<file path="config.mk">
export PLATFORM = sky130hd
export DESIGN_NAME = xor_triple_conflict_counter_core_flat
export DESIGN_NICKNAME = d
export VERILOG_FILES = /design/src/design/xtcc_pkg.sv /design/src/design/xtcc_if.sv /design/src/design/xtcc_seq.sv /design/src/design/xor_triple_conflict_counter_core.sv /design/src/flat_wrapper.sv
export SDC_FILE = /design/constraint.sdc
export NUM_CORES = 2
export LEC_CHECK = 0
export ABC_AREA = 0
export BUFFER_PORTS_ARGS = -buffer_cell sky130_fd_sc_hd__buf_2
export CAP_MARGIN = 25
export CORE_MARGIN = 3
export CORE_UTILIZATION = 60
export CTS_BUF_LIST = sky130_fd_sc_hd__clkbuf_2
export CTS_CLUSTER_DIAMETER = 60
export CTS_CLUSTER_SIZE = 24
export DETAILED_ROUTE_END_ITERATION = 8
export MAX_ROUTING_LAYER = met4
export PLACE_DENSITY = 0.77
export SLEW_MARGIN = 30
export SYNTH_ARGS = -nofsm -noshare
export SYNTH_HDL_FRONTEND = slang
export SYNTH_SLANG_ARGS = --single-unit
</file>
<file path="constraint.sdc">
create_clock -name clk -period 5.9 [get_ports clk]
set_input_delay 0.295 -clock clk [delete_from_list [all_inputs] [get_ports clk]]
set_output_delay 0.295 -clock clk [all_outputs]
set_load 0.01 [all_outputs]
</file>
<file path="src/design/xtcc_pkg.sv">
// Shared types, codes and the sequencer control store for the conflict counter.
package xtcc_pkg;

  localparam int OP_W   = 2;
  localparam int IDX_W  = 6;
  localparam int VAL_W  = 16;
  localparam int RES_W  = 17;
  localparam int WCNT_W = 7;

  localparam logic [OP_W-1:0] OP_WRITE = 2'd0;
  localparam logic [OP_W-1:0] OP_POS   = 2'd1;
  localparam logic [OP_W-1:0] OP_TOTAL = 2'd2;

  localparam logic [RES_W-1:0] CNT_MAX = {RES_W{1'b1}};

  // Sequencer step addresses
  localparam int STEP_W = 5;
  localparam logic [STEP_W-1:0] ST_IDLE     = 5'd0;
  localparam logic [STEP_W-1:0] ST_DONE     = 5'd1;
  localparam logic [STEP_W-1:0] ST_T_JINIT  = 5'd2;
  localparam logic [STEP_W-1:0] ST_T_JEND   = 5'd3;
  localparam logic [STEP_W-1:0] ST_T_QLD    = 5'd4;
  localparam logic [STEP_W-1:0] ST_T_AEND   = 5'd5;
  localparam logic [STEP_W-1:0] ST_T_ASKIP  = 5'd6;
  localparam logic [STEP_W-1:0] ST_T_XLD    = 5'd7;
  localparam logic [STEP_W-1:0] ST_T_INNER  = 5'd8;
  localparam logic [STEP_W-1:0] ST_T_ANEXT  = 5'd9;
  localparam logic [STEP_W-1:0] ST_T_JNEXT  = 5'd10;
  localparam logic [STEP_W-1:0] ST_P_INIT   = 5'd11;
  localparam logic [STEP_W-1:0] ST_P_AEND   = 5'd12;
  localparam logic [STEP_W-1:0] ST_P_ASKIP  = 5'd13;
  localparam logic [STEP_W-1:0] ST_P_XLD    = 5'd14;
  localparam logic [STEP_W-1:0] ST_P_INNER  = 5'd15;
  localparam logic [STEP_W-1:0] ST_P_ANEXT  = 5'd16;
  localparam logic [STEP_W-1:0] ST_P_MINIT  = 5'd17;
  localparam logic [STEP_W-1:0] ST_P_JEND   = 5'd18;
  localparam logic [STEP_W-1:0] ST_P_JSKIP  = 5'd19;
  localparam logic [STEP_W-1:0] ST_P_QLD    = 5'd20;
  localparam logic [STEP_W-1:0] ST_P_INNER2 = 5'd21;
  localparam logic [STEP_W-1:0] ST_P_JNEXT  = 5'd22;

  // Jump conditions
  localparam logic [2:0] CND_NONE     = 3'd0;
  localparam logic [2:0] CND_ALWAYS   = 3'd1;
  localparam logic [2:0] CND_J_END    = 3'd2;
  localparam logic [2:0] CND_A_END    = 3'd3;
  localparam logic [2:0] CND_B_END    = 3'd4;
  localparam logic [2:0] CND_A_SKIP   = 3'd5;
  localparam logic [2:0] CND_J_POS    = 3'd6;
  localparam logic [2:0] CND_OUT_FREE = 3'd7;

  // Read address select
  localparam logic [1:0] AS_J = 2'd0;
  localparam logic [1:0] AS_A = 2'd1;
  localparam logic [1:0] AS_B = 2'd2;

  // Operand register loads
  localparam logic [1:0] LD_HOLD = 2'd0;
  localparam logic [1:0] LD_RD   = 2'd1;
  localparam logic [1:0] LD_VAL  = 2'd2;

  // Index counter operations
  localparam logic [1:0] CO_HOLD    = 2'd0;
  localparam logic [1:0] CO_ZERO    = 2'd1;
  localparam logic [1:0] CO_INC     = 2'd2;
  localparam logic [1:0] CO_AFTER_A = 2'd3;

  typedef struct packed {
    logic [2:0]        cond;
    logic [STEP_W-1:0] target;
    logic              stay;
    logic [1:0]        addr_sel;
    logic [1:0]        q_op;
    logic [1:0]        x_op;
    logic [1:0]        j_op;
    logic [1:0]        a_op;
    logic [1:0]        b_op;
    logic              issue;
    logic              skip_j;
    logic              skip_p;
    logic              emit;
  } ucode_t;

  typedef struct packed {
    logic j_end;
    logic a_end;
    logic b_end;
    logic a_skip;
    logic j_pos;
    logic out_free;
  } flags_t;

  function automatic ucode_t ucode_rom(input logic [STEP_W-1:0] step);
    ucode_t w;
    w = '0;
    unique case (step)
      ST_IDLE: begin
        w.stay = 1'b1;
      end
      ST_DONE: begin
        w.cond = CND_OUT_FREE; w.target = ST_IDLE; w.stay = 1'b1; w.emit = 1'b1;
      end
      // total: every pivot j, every pair a < b of the others
      ST_T_JINIT: begin
        w.j_op = CO_ZERO;
      end
      ST_T_JEND: begin
        w.cond = CND_J_END; w.target = ST_DONE; w.addr_sel = AS_J;
      end
      ST_T_QLD: begin
        w.q_op = LD_RD; w.a_op = CO_ZERO;
      end
      ST_T_AEND: begin
        w.cond = CND_A_END; w.target = ST_T_JNEXT; w.addr_sel = AS_A; w.skip_j = 1'b1;
      end
      ST_T_ASKIP: begin
        w.cond = CND_A_SKIP; w.target = ST_T_ANEXT; w.addr_sel = AS_A; w.skip_j = 1'b1;
      end
      ST_T_XLD: begin
        w.x_op = LD_RD; w.b_op = CO_AFTER_A;
      end
      ST_T_INNER: begin
        w.cond = CND_B_END; w.target = ST_T_ANEXT; w.stay = 1'b1; w.issue = 1'b1;
        w.addr_sel = AS_B; w.skip_j = 1'b1;
      end
      ST_T_ANEXT: begin
        w.cond = CND_ALWAYS; w.target = ST_T_AEND; w.a_op = CO_INC;
      end
      ST_T_JNEXT: begin
        w.cond = CND_ALWAYS; w.target = ST_T_JEND; w.j_op = CO_INC;
      end
      // position: trial value as pivot
      ST_P_INIT: begin
        w.q_op = LD_VAL; w.a_op = CO_ZERO;
      end
      ST_P_AEND: begin
        w.cond = CND_A_END; w.target = ST_P_MINIT; w.addr_sel = AS_A; w.skip_p = 1'b1;
      end
      ST_P_ASKIP: begin
        w.cond = CND_A_SKIP; w.target = ST_P_ANEXT; w.addr_sel = AS_A; w.skip_p = 1'b1;
      end
      ST_P_XLD: begin
        w.x_op = LD_RD; w.b_op = CO_AFTER_A;
      end
      ST_P_INNER: begin
        w.cond = CND_B_END; w.target = ST_P_ANEXT; w.stay = 1'b1; w.issue = 1'b1;
        w.addr_sel = AS_B; w.skip_p = 1'b1;
      end
      ST_P_ANEXT: begin
        w.cond = CND_ALWAYS; w.target = ST_P_AEND; w.a_op = CO_INC;
      end
      // position: trial value as pair member
      ST_P_MINIT: begin
        w.j_op = CO_ZERO; w.x_op = LD_VAL;
      end
      ST_P_JEND: begin
        w.cond = CND_J_END; w.target = ST_DONE; w.addr_sel = AS_J;
      end
      ST_P_JSKIP: begin
        w.cond = CND_J_POS; w.target = ST_P_JNEXT; w.addr_sel = AS_J;
      end
      ST_P_QLD: begin
        w.q_op = LD_RD; w.b_op = CO_ZERO;
      end
      ST_P_INNER2: begin
        w.cond = CND_B_END; w.target = ST_P_JNEXT; w.stay = 1'b1; w.issue = 1'b1;
        w.addr_sel = AS_B; w.skip_j = 1'b1; w.skip_p = 1'b1;
      end
      ST_P_JNEXT: begin
        w.cond = CND_ALWAYS; w.target = ST_P_JEND; w.j_op = CO_INC;
      end
      default: begin
        w.cond = CND_ALWAYS; w.target = ST_IDLE;
      end
    endcase
    return w;
  endfunction

endpackage

</file>
<file path="src/design/xtcc_if.sv">
// Request and result channel interfaces of the conflict counter.
interface xtcc_in_if;
  logic                         valid;
  logic                         ready;
  logic [xtcc_pkg::OP_W-1:0]    opcode;
  logic [xtcc_pkg::IDX_W-1:0]   word_index;
  logic [xtcc_pkg::VAL_W-1:0]   word_value;

  modport source (output valid, output opcode, output word_index, output word_value,
                  input ready);
  modport sink   (input valid, input opcode, input word_index, input word_value,
                  output ready);
endinterface

interface xtcc_out_if;
  logic                         valid;
  logic                         ready;
  logic [xtcc_pkg::RES_W-1:0]   conflict_count;

  modport source (output valid, output conflict_count, input ready);
  modport sink   (input valid, input conflict_count, output ready);
endinterface

</file>
<file path="src/design/xtcc_seq.sv">
// Microcode sequencer: step counter, control store lookup and conditional jumps.
module xtcc_seq (
  input  logic                        clk,
  input  logic                        rst_n,
  input  logic                        start,
  input  logic [xtcc_pkg::OP_W-1:0]   start_op,
  input  xtcc_pkg::flags_t            flags,
  output xtcc_pkg::ucode_t            ctrl,
  output logic                        idle,
  output logic                        issue_en
);
  import xtcc_pkg::*;

  logic [STEP_W-1:0] pc_r;
  logic [STEP_W-1:0] pc_nxt;
  logic [STEP_W-1:0] entry;
  logic              take;

  assign ctrl = ucode_rom(pc_r);
  assign idle = (pc_r == ST_IDLE);

  always_comb begin
    unique case (ctrl.cond)
      CND_NONE:     take = 1'b0;
      CND_ALWAYS:   take = 1'b1;
      CND_J_END:    take = flags.j_end;
      CND_A_END:    take = flags.a_end;
      CND_B_END:    take = flags.b_end;
      CND_A_SKIP:   take = flags.a_skip;
      CND_J_POS:    take = flags.j_pos;
      CND_OUT_FREE: take = flags.out_free;
    endcase
  end

  // drop the pair test on the cycle the inner loop exits
  assign issue_en = ctrl.issue && !take;

  always_comb begin
    unique case (start_op)
      OP_POS:   entry = ST_P_INIT;
      OP_TOTAL: entry = ST_T_JINIT;
      default:  entry = ST_DONE;
    endcase
  end

  always_comb begin
    priority if (start) begin
      pc_nxt = entry;
    end else if (take) begin
      pc_nxt = ctrl.target;
    end else if (ctrl.stay) begin
      pc_nxt = pc_r;
    end else begin
      pc_nxt = pc_r + STEP_W'(1);
    end
  end

  always_ff @(posedge clk) begin
    if (!rst_n) begin
      pc_r <= ST_IDLE;
    end else begin
      pc_r <= pc_nxt;
    end
  end

endmodule

</file>
<file path="src/design/xor_triple_conflict_counter_core.sv">
// Top level: word store, pair-test datapath and result register of the conflict counter.
//
// One request at a time. A write or an unknown opcode goes straight to the done step.
// A position query skips the queried position when it lies inside the set in use.
// The word store has a single read port, so the datapath runs one pair test per
// cycle while a sequencer steps the pivot and pair indices. The done step waits
// while the output register still holds a result that has not been accepted. A new
// request is taken while the previous result still waits in the output register.
module xor_triple_conflict_counter_core #(
  parameter int MAX_WORDS = 64,
  parameter int WORD_BITS = 16
) (
  input  logic                          clk,
  input  logic                          rst_n,
  xtcc_in_if.sink                       in_ch,
  xtcc_out_if.source                    out_ch,
  input  logic                          cfg_we,
  input  logic [xtcc_pkg::WCNT_W-1:0]   cfg_wdata
);
  import xtcc_pkg::*;

  localparam int CW = $clog2(MAX_WORDS + 1);
  localparam int AW = $clog2(MAX_WORDS);
  localparam int EW = (CW > IDX_W) ? CW : IDX_W;
  localparam int NW = (CW > WCNT_W) ? CW : WCNT_W;

  logic [WORD_BITS-1:0] mem [MAX_WORDS];
  logic [WORD_BITS-1:0] rd_r;
  logic [WORD_BITS-1:0] q_r;
  logic [WORD_BITS-1:0] x_r;
  logic [WORD_BITS-1:0] val_r;
  logic [WORD_BITS-1:0] val_in;
  logic [IDX_W-1:0]     pos_r;
  logic [CW-1:0]        j_r;
  logic [CW-1:0]        a_r;
  logic [CW-1:0]        b_r;
  logic [CW-1:0]        n;
  logic [CW-1:0]        sel;
  logic [AW-1:0]        mem_addr;
  logic [WCNT_W-1:0]    word_count_r;
  logic [RES_W-1:0]     cnt_r;
  logic [RES_W-1:0]     out_cnt_r;
  logic                 out_valid_r;
  logic                 tv_r;
  logic                 start;
  logic                 idle;
  logic                 issue_en;
  logic                 hit;
  logic                 b_ok;
  logic                 idx_ok;
  ucode_t               ctrl;
  flags_t               flags;

  assign start  = in_ch.valid && in_ch.ready;
  assign in_ch.ready = idle;
  assign val_in = WORD_BITS'(in_ch.word_value);
  assign idx_ok = EW'(in_ch.word_index) < EW'(MAX_WORDS);

  assign n = (NW'(word_count_r) > NW'(MAX_WORDS)) ? CW'(MAX_WORDS) : CW'(word_count_r);

  assign flags.j_end    = j_r >= n;
  assign flags.a_end    = a_r >= n;
  assign flags.b_end    = b_r >= n;
  assign flags.a_skip   = (ctrl.skip_j && (a_r == j_r)) ||
                          (ctrl.skip_p && (EW'(a_r) == EW'(pos_r)));
  assign flags.j_pos    = EW'(j_r) == EW'(pos_r);
  assign flags.out_free = !out_valid_r || out_ch.ready;

  assign b_ok = !(ctrl.skip_j && (b_r == j_r)) && !(ctrl.skip_p && (EW'(b_r) == EW'(pos_r)));
  assign hit  = ((x_r ^ q_r) & (rd_r ^ q_r)) == '0;

  xtcc_seq u_seq (
    .clk      (clk),
    .rst_n    (rst_n),
    .start    (start),
    .start_op (in_ch.opcode),
    .flags    (flags),
    .ctrl     (ctrl),
    .idle     (idle),
    .issue_en (issue_en)
  );

  always_comb begin
    unique case (ctrl.addr_sel)
      AS_J:    sel = j_r;
      AS_A:    sel = a_r;
      default: sel = b_r;
    endcase
  end
  assign mem_addr = sel[AW-1:0];

  always_ff @(posedge clk) begin
    if (start && (in_ch.opcode == OP_WRITE) && idx_ok) begin
      mem[AW'(in_ch.word_index)] <= val_in;
    end
    rd_r <= mem[mem_addr];
  end

  // index counters and operand registers
  always_ff @(posedge clk) begin
    if (start) begin
      pos_r <= in_ch.word_index;
      val_r <= val_in;
    end
    unique case (ctrl.j_op)
      CO_ZERO: j_r <= '0;
      CO_INC:  j_r <= j_r + CW'(1);
      default: j_r <= j_r;
    endcase
    unique case (ctrl.a_op)
      CO_ZERO: a_r <= '0;
      CO_INC:  a_r <= a_r + CW'(1);
      default: a_r <= a_r;
    endcase
    if (issue_en) begin
      b_r <= b_r + CW'(1);
    end else begin
      unique case (ctrl.b_op)
        CO_ZERO:    b_r <= '0;
        CO_AFTER_A: b_r <= a_r + CW'(1);
        default:    b_r <= b_r;
      endcase
    end
    unique case (ctrl.q_op)
      LD_RD:   q_r <= rd_r;
      LD_VAL:  q_r <= val_r;
      default: q_r <= q_r;
    endcase
    unique case (ctrl.x_op)
      LD_RD:   x_r <= rd_r;
      LD_VAL:  x_r <= val_r;
      default: x_r <= x_r;
    endcase
    if (start) begin
      cnt_r <= '0;
    end else if (tv_r && hit && (cnt_r != CNT_MAX)) begin
      cnt_r <= cnt_r + RES_W'(1);
    end
    if (ctrl.emit && flags.out_free) begin
      out_cnt_r <= cnt_r;
    end
  end

  always_ff @(posedge clk) begin
    if (!rst_n) begin
      word_count_r <= '0;
      out_valid_r  <= 1'b0;
      tv_r         <= 1'b0;
    end else begin
      if (cfg_we) begin
        word_count_r <= cfg_wdata;
      end
      // test the word read this cycle on the next one
      tv_r <= issue_en && b_ok;
      if (ctrl.emit && flags.out_free) begin
        out_valid_r <= 1'b1;
      end else if (out_ch.ready) begin
        out_valid_r <= 1'b0;
      end
    end
  end

  assign out_ch.valid          = out_valid_r;
  assign out_ch.conflict_count = out_cnt_r;

  a_result_from_done: assert property (@(posedge clk) disable iff (!rst_n)
    $rose(out_valid_r) |-> $past(ctrl.emit && flags.out_free))
    else $error("result loaded outside the done step");

  a_write_gives_zero: assert property (@(posedge clk) disable iff (!rst_n)
    (start && (in_ch.opcode == OP_WRITE)) |=> (cnt_r == '0))
    else $error("write request left a nonzero count");

  a_no_test_when_idle: assert property (@(posedge clk) disable iff (!rst_n)
    in_ch.ready |-> !tv_r)
    else $error("pair test pending while accepting a request");

  a_issue_in_range: assert property (@(posedge clk) disable iff (!rst_n)
    issue_en |-> (b_r < n))
    else $error("pair test issued beyond the words in use");

endmodule
</file>
<file path="src/flat_wrapper.sv">
// flat-port wrapper written by rule: the top's interface ports become plain ports
module xor_triple_conflict_counter_core_flat import xtcc_pkg::*;
#(
  parameter int MAX_WORDS = 64,
  parameter int WORD_BITS = 16
)
  (clk, rst_n, cfg_we, cfg_wdata, in_ch_valid, in_ch_opcode, in_ch_word_index, in_ch_word_value, in_ch_ready, out_ch_valid, out_ch_conflict_count, out_ch_ready);
  xtcc_in_if in_ch_i ();
  xtcc_out_if out_ch_i ();
  input  logic clk;
  input  logic rst_n;
  input  logic cfg_we;
  input  logic [xtcc_pkg::WCNT_W-1:0] cfg_wdata;
  input wire logic [$bits(in_ch_i.valid)-1:0] in_ch_valid;
  input wire logic [$bits(in_ch_i.opcode)-1:0] in_ch_opcode;
  input wire logic [$bits(in_ch_i.word_index)-1:0] in_ch_word_index;
  input wire logic [$bits(in_ch_i.word_value)-1:0] in_ch_word_value;
  output wire logic [$bits(in_ch_i.ready)-1:0] in_ch_ready;
  output wire logic [$bits(out_ch_i.valid)-1:0] out_ch_valid;
  output wire logic [$bits(out_ch_i.conflict_count)-1:0] out_ch_conflict_count;
  input wire logic [$bits(out_ch_i.ready)-1:0] out_ch_ready;
  assign in_ch_i.valid = in_ch_valid;
  assign in_ch_i.opcode = in_ch_opcode;
  assign in_ch_i.word_index = in_ch_word_index;
  assign in_ch_i.word_value = in_ch_word_value;
  assign in_ch_ready = in_ch_i.ready;
  assign out_ch_valid = out_ch_i.valid;
  assign out_ch_conflict_count = out_ch_i.conflict_count;
  assign out_ch_i.ready = out_ch_ready;
  xor_triple_conflict_counter_core #(.MAX_WORDS(MAX_WORDS), .WORD_BITS(WORD_BITS)) u_core (.clk(clk), .rst_n(rst_n), .in_ch(in_ch_i), .out_ch(out_ch_i), .cfg_we(cfg_we), .cfg_wdata(cfg_wdata));
endmodule
</file>
==> results.py <==
metrics = {
    "synth": {
        "syn_area_per_cell_um2": 13.88,
        "async_reset_ff_share_pct": 0,
        "yosys_warnings": 0,
        "synth_top_area_share_pct": 70.41,
        "yosysUniqueCellTypes": 75,
        "netlist_top_cells_area": "edfxtp_1 70%, nand2_1 5.7%, mux2i_1 3.1%",
        "synth-edff-count": 1116,
        "synth_top_area_cell": "edfxtp_1",
        "syn_inst": 3430,
        "synth_fp_nets": 3504,
        "ys.flop_type": "edfxtp_1",
        "ys_ff_latch": 1163,
        "ys_seq_area_share_pct": 72.39,
        "netlist_area_um2": 47600,
    },
    "global_routing": {
        "grt_usage_pct": 31.36,
        "gr-total-overflow": 0,
        "grt_pass1_wl_mm": 186.3,
        "grt_pass1_vias": 28530,
        "grt_max_degree": 96,
        "antenna_found_initial": 11,
    },
    "cts": {
        "cts_sinks": 1163,
        "h-tree-depth": 3,
        "ctsHoldBuffers": 71,
        "clock_latency_ns": 1.39,
        "post_cts_buffers": 0,
        "cts_tree": "yes",
        "clkTransAtPathRegs_ns": 0.38,
        "cts_buffers": 75,
        "clk_path_buf_depth": 3,
        "cts-root-buf": "clkbuf_2",
        "cts-resized-gates": 0,
    },
    "sta": {
        "setup-tns-final_ns": 0,
        "final_max_slew_viol_count": 0,
        "relSlewSlack_pct": 26.78,
        "skew_ns": 0.1335,
        "finalHoldViolations": 0,
        "setup_violations": 0,
        "period_share_pct": 88.39,
        "worstMarginPinSlew_ns": 1.095,
        "rsz0062_at_grt": "no",
        "layout_min_cycle_time_ns": 5.215,
        "fmax_ghz": 0.1918,
    },
    "critical_path": {
        "cp_max_fo": 39,
        "arrival_ns": 6.40,
        "cp.required_ns": 7.09,
        "end_kind": "flop",
        "critPathKind": "flop to flop",
        "startpoint_type": "flop",
    },
    "drt": {
        "drcViolationCount": 0,
        "drt-pass1-iter-count": 6,
        "routedWlPerCell_um": 27.12,
        "ant_nets": 0,
        "avgViaCountPerCell": 6.482,
        "wl_mm": 126.3,
        "drt_iter0_drc": 4394,
        "vias": 30180,
    },
    "layout": {
        "fin_nets": 3621,
        "fin_util_pct": 65.99,
        "drive_gt1_share_pct": 11.32,
        "nFillCells": 5473,
        "area_growth_pct": 8.118,
    },
    "die": {
        "coreArea_um2": 77980,
        "fp.dieW_um": 287.7,
        "rows": 102,
        "start_util_pct": 61.04,
        "die-area_um2": 82740,
        "num_io_pins": 55,
        "die_h_um": 287.7,
    },
    "worst_hold_path": {
        "min_path_type": "input port to flop",
    },
    "power_and_ir_drop": {
        "vdd_ir_drop_max_v": 0.0003178,
        "power_density_nw_per_um2": 435.4,
        "p_leak_uw": 0.01741,
    },
    "placement": {
        "port_buffers": 54,
        "hpwl_mm": 76.00,
        "gp_congestion": 0.9348,
    },
    "run": {
        "drv_cap": 0,
    },
    "status": {
        "outcome": "completed",
    },
}
## worst max-delay path, stage by stage, from the launching register on
cell	delay [ns]
dfxtp_1	0.47
inv_1	0.12
ha_1	0.20
buf_4	0.18
and2b_1	0.25
a311oi_4	0.74
mux2_2	0.41
a22oi_1	0.22
and2_2	0.68
buf_4	0.57
a32oi_1	0.26
a21boi_0	0.56
or4_1	0.26
o41ai_1	0.09
## cell usage after synthesis (40+ instances only)
master and count:
clkbuf_1 125, buf_2 67, a32oi_1 129, a21oi_1 40, dfxtp_1 47, nand3_1 200
nand2_1 722, mux2i_1 146, and3_1 54, a31oi_1 68, nor2_1 160, edfxtp_1 1116
## path summary, 6_finish.rpt
kind | startpoint | endpoint | slack (ns) | cells past startpoint
worst max register to register | u_core.u_seq.pc_r[0] | u_core.rd_r[14] | 0.69 | 13
worst min register to register | u_core.cnt_r[14] | u_core.out_ch.conflict_count[14] | 0.51 | 0
worst min-delay path | rst_n | u_core.u_seq.pc_r[4] | 0.09 | 4
worst max-delay path | u_core.u_seq.pc_r[0] | u_core.rd_r[14] | 0.69 | 13
## cell type report
cell class / instances / area, µm² / share of cell area (%)
well taps: 1040 / 1301 / 2.529
flip-flops and latches: 1163 / 34450 / 66.95
inverters: 21 / 78.83 / 0.1532
repair buffers: 258 / 2212 / 4.299
diodes: 11 / 27.53 / 0.05349
clock inverters: 52 / 725.7 / 1.410
clock buffers: 83 / 415.4 / 0.8072
multi-input cells: 2028 / 12250 / 23.80
## per-layer routing
| metal | track usage (%) | part of all wire (%) |
|---|---|---|
| met1 | 44.04 | 39 |
| met2 | 46.34 | 46 |
| met3 | 6.374 | 12 |
| met4 | 10.84 | 3.9 |
| met5 | - | 0 |
## registers in the layout (all words and copies together), names as in the netlist
register                      count
u_core.word_count_r               7
u_core.u_seq.pc_r                 5
u_core.val_r                     16
u_core.b_r                        7
u_core.out_ch.conflict_count     17
u_core.j_r                        7
u_core.out_ch.valid               1
u_core.q_r                       16
u_core.rd_r                      16
u_core.cnt_r                     17
u_core.a_r                        7
u_core.x_r                       16
u_core.mem                     1024
u_core.tv_r                       1
u_core.pos_r                      6
## metrics by stage
stage	setup slack [ns]	power (µW)	cell area (µm²)	instances	hold slack [ns]
after global placement	0.8879	18480	49500	4436	0.4455
after CTS	0.8112	22260	51420	4645	0.02518
after detailed placement	0.8266	18740	49570	4439	0.4626
after floorplan	2.042	15330	47600	3430	0.3939
after global routing	0.5631	23310	51460	4656	-0.001899
final	0.6851	22400	51460	4656	0.09002
## placed cells by master, fill, tap and decap left out, types with 30 or more instances in the layout
master / count
nand3_1: 200
dfxtp_1: 47
clkbuf_2: 83
a21boi_0: 33
nand2_1: 721
buf_2: 54
a21oi_1: 40
nor2_1: 146
mux2_2: 37
a32oi_1: 129
o22ai_1: 36
buf_4: 115
and3_1: 54
a211oi_1: 38
mux2i_1: 146
edfxtp_1: 1116
a31oi_1: 68
dlygate4sd3_1: 71
xor2_1: 35
xnor2_1: 30
ha_1: 38
## power breakdown
part | internal, µW | switching (µW)
Clock | 935 | 2710
Combinational | 2980 | 6060
Sequential | 9370 | 346
## kinds of logic (layout without fill, tap and decap cells)
group                      after synthesis  after routing  share of synthesized area, %
DFF                                   1163           1163                         72.39
muxes                                  184            184                         3.977
other                                    0             11                             0
and+or+nand+nor                       1280           1280                         11.83
adders and majority gates               39             39                         1.020
xor gates and xnor gates                65             65                         1.196
AOI/OAI and AO/OA                      460            460                         7.429
buffers and inverters                  239            414                         2.156
Note: power is estimated with default switching activity, not from simulation.
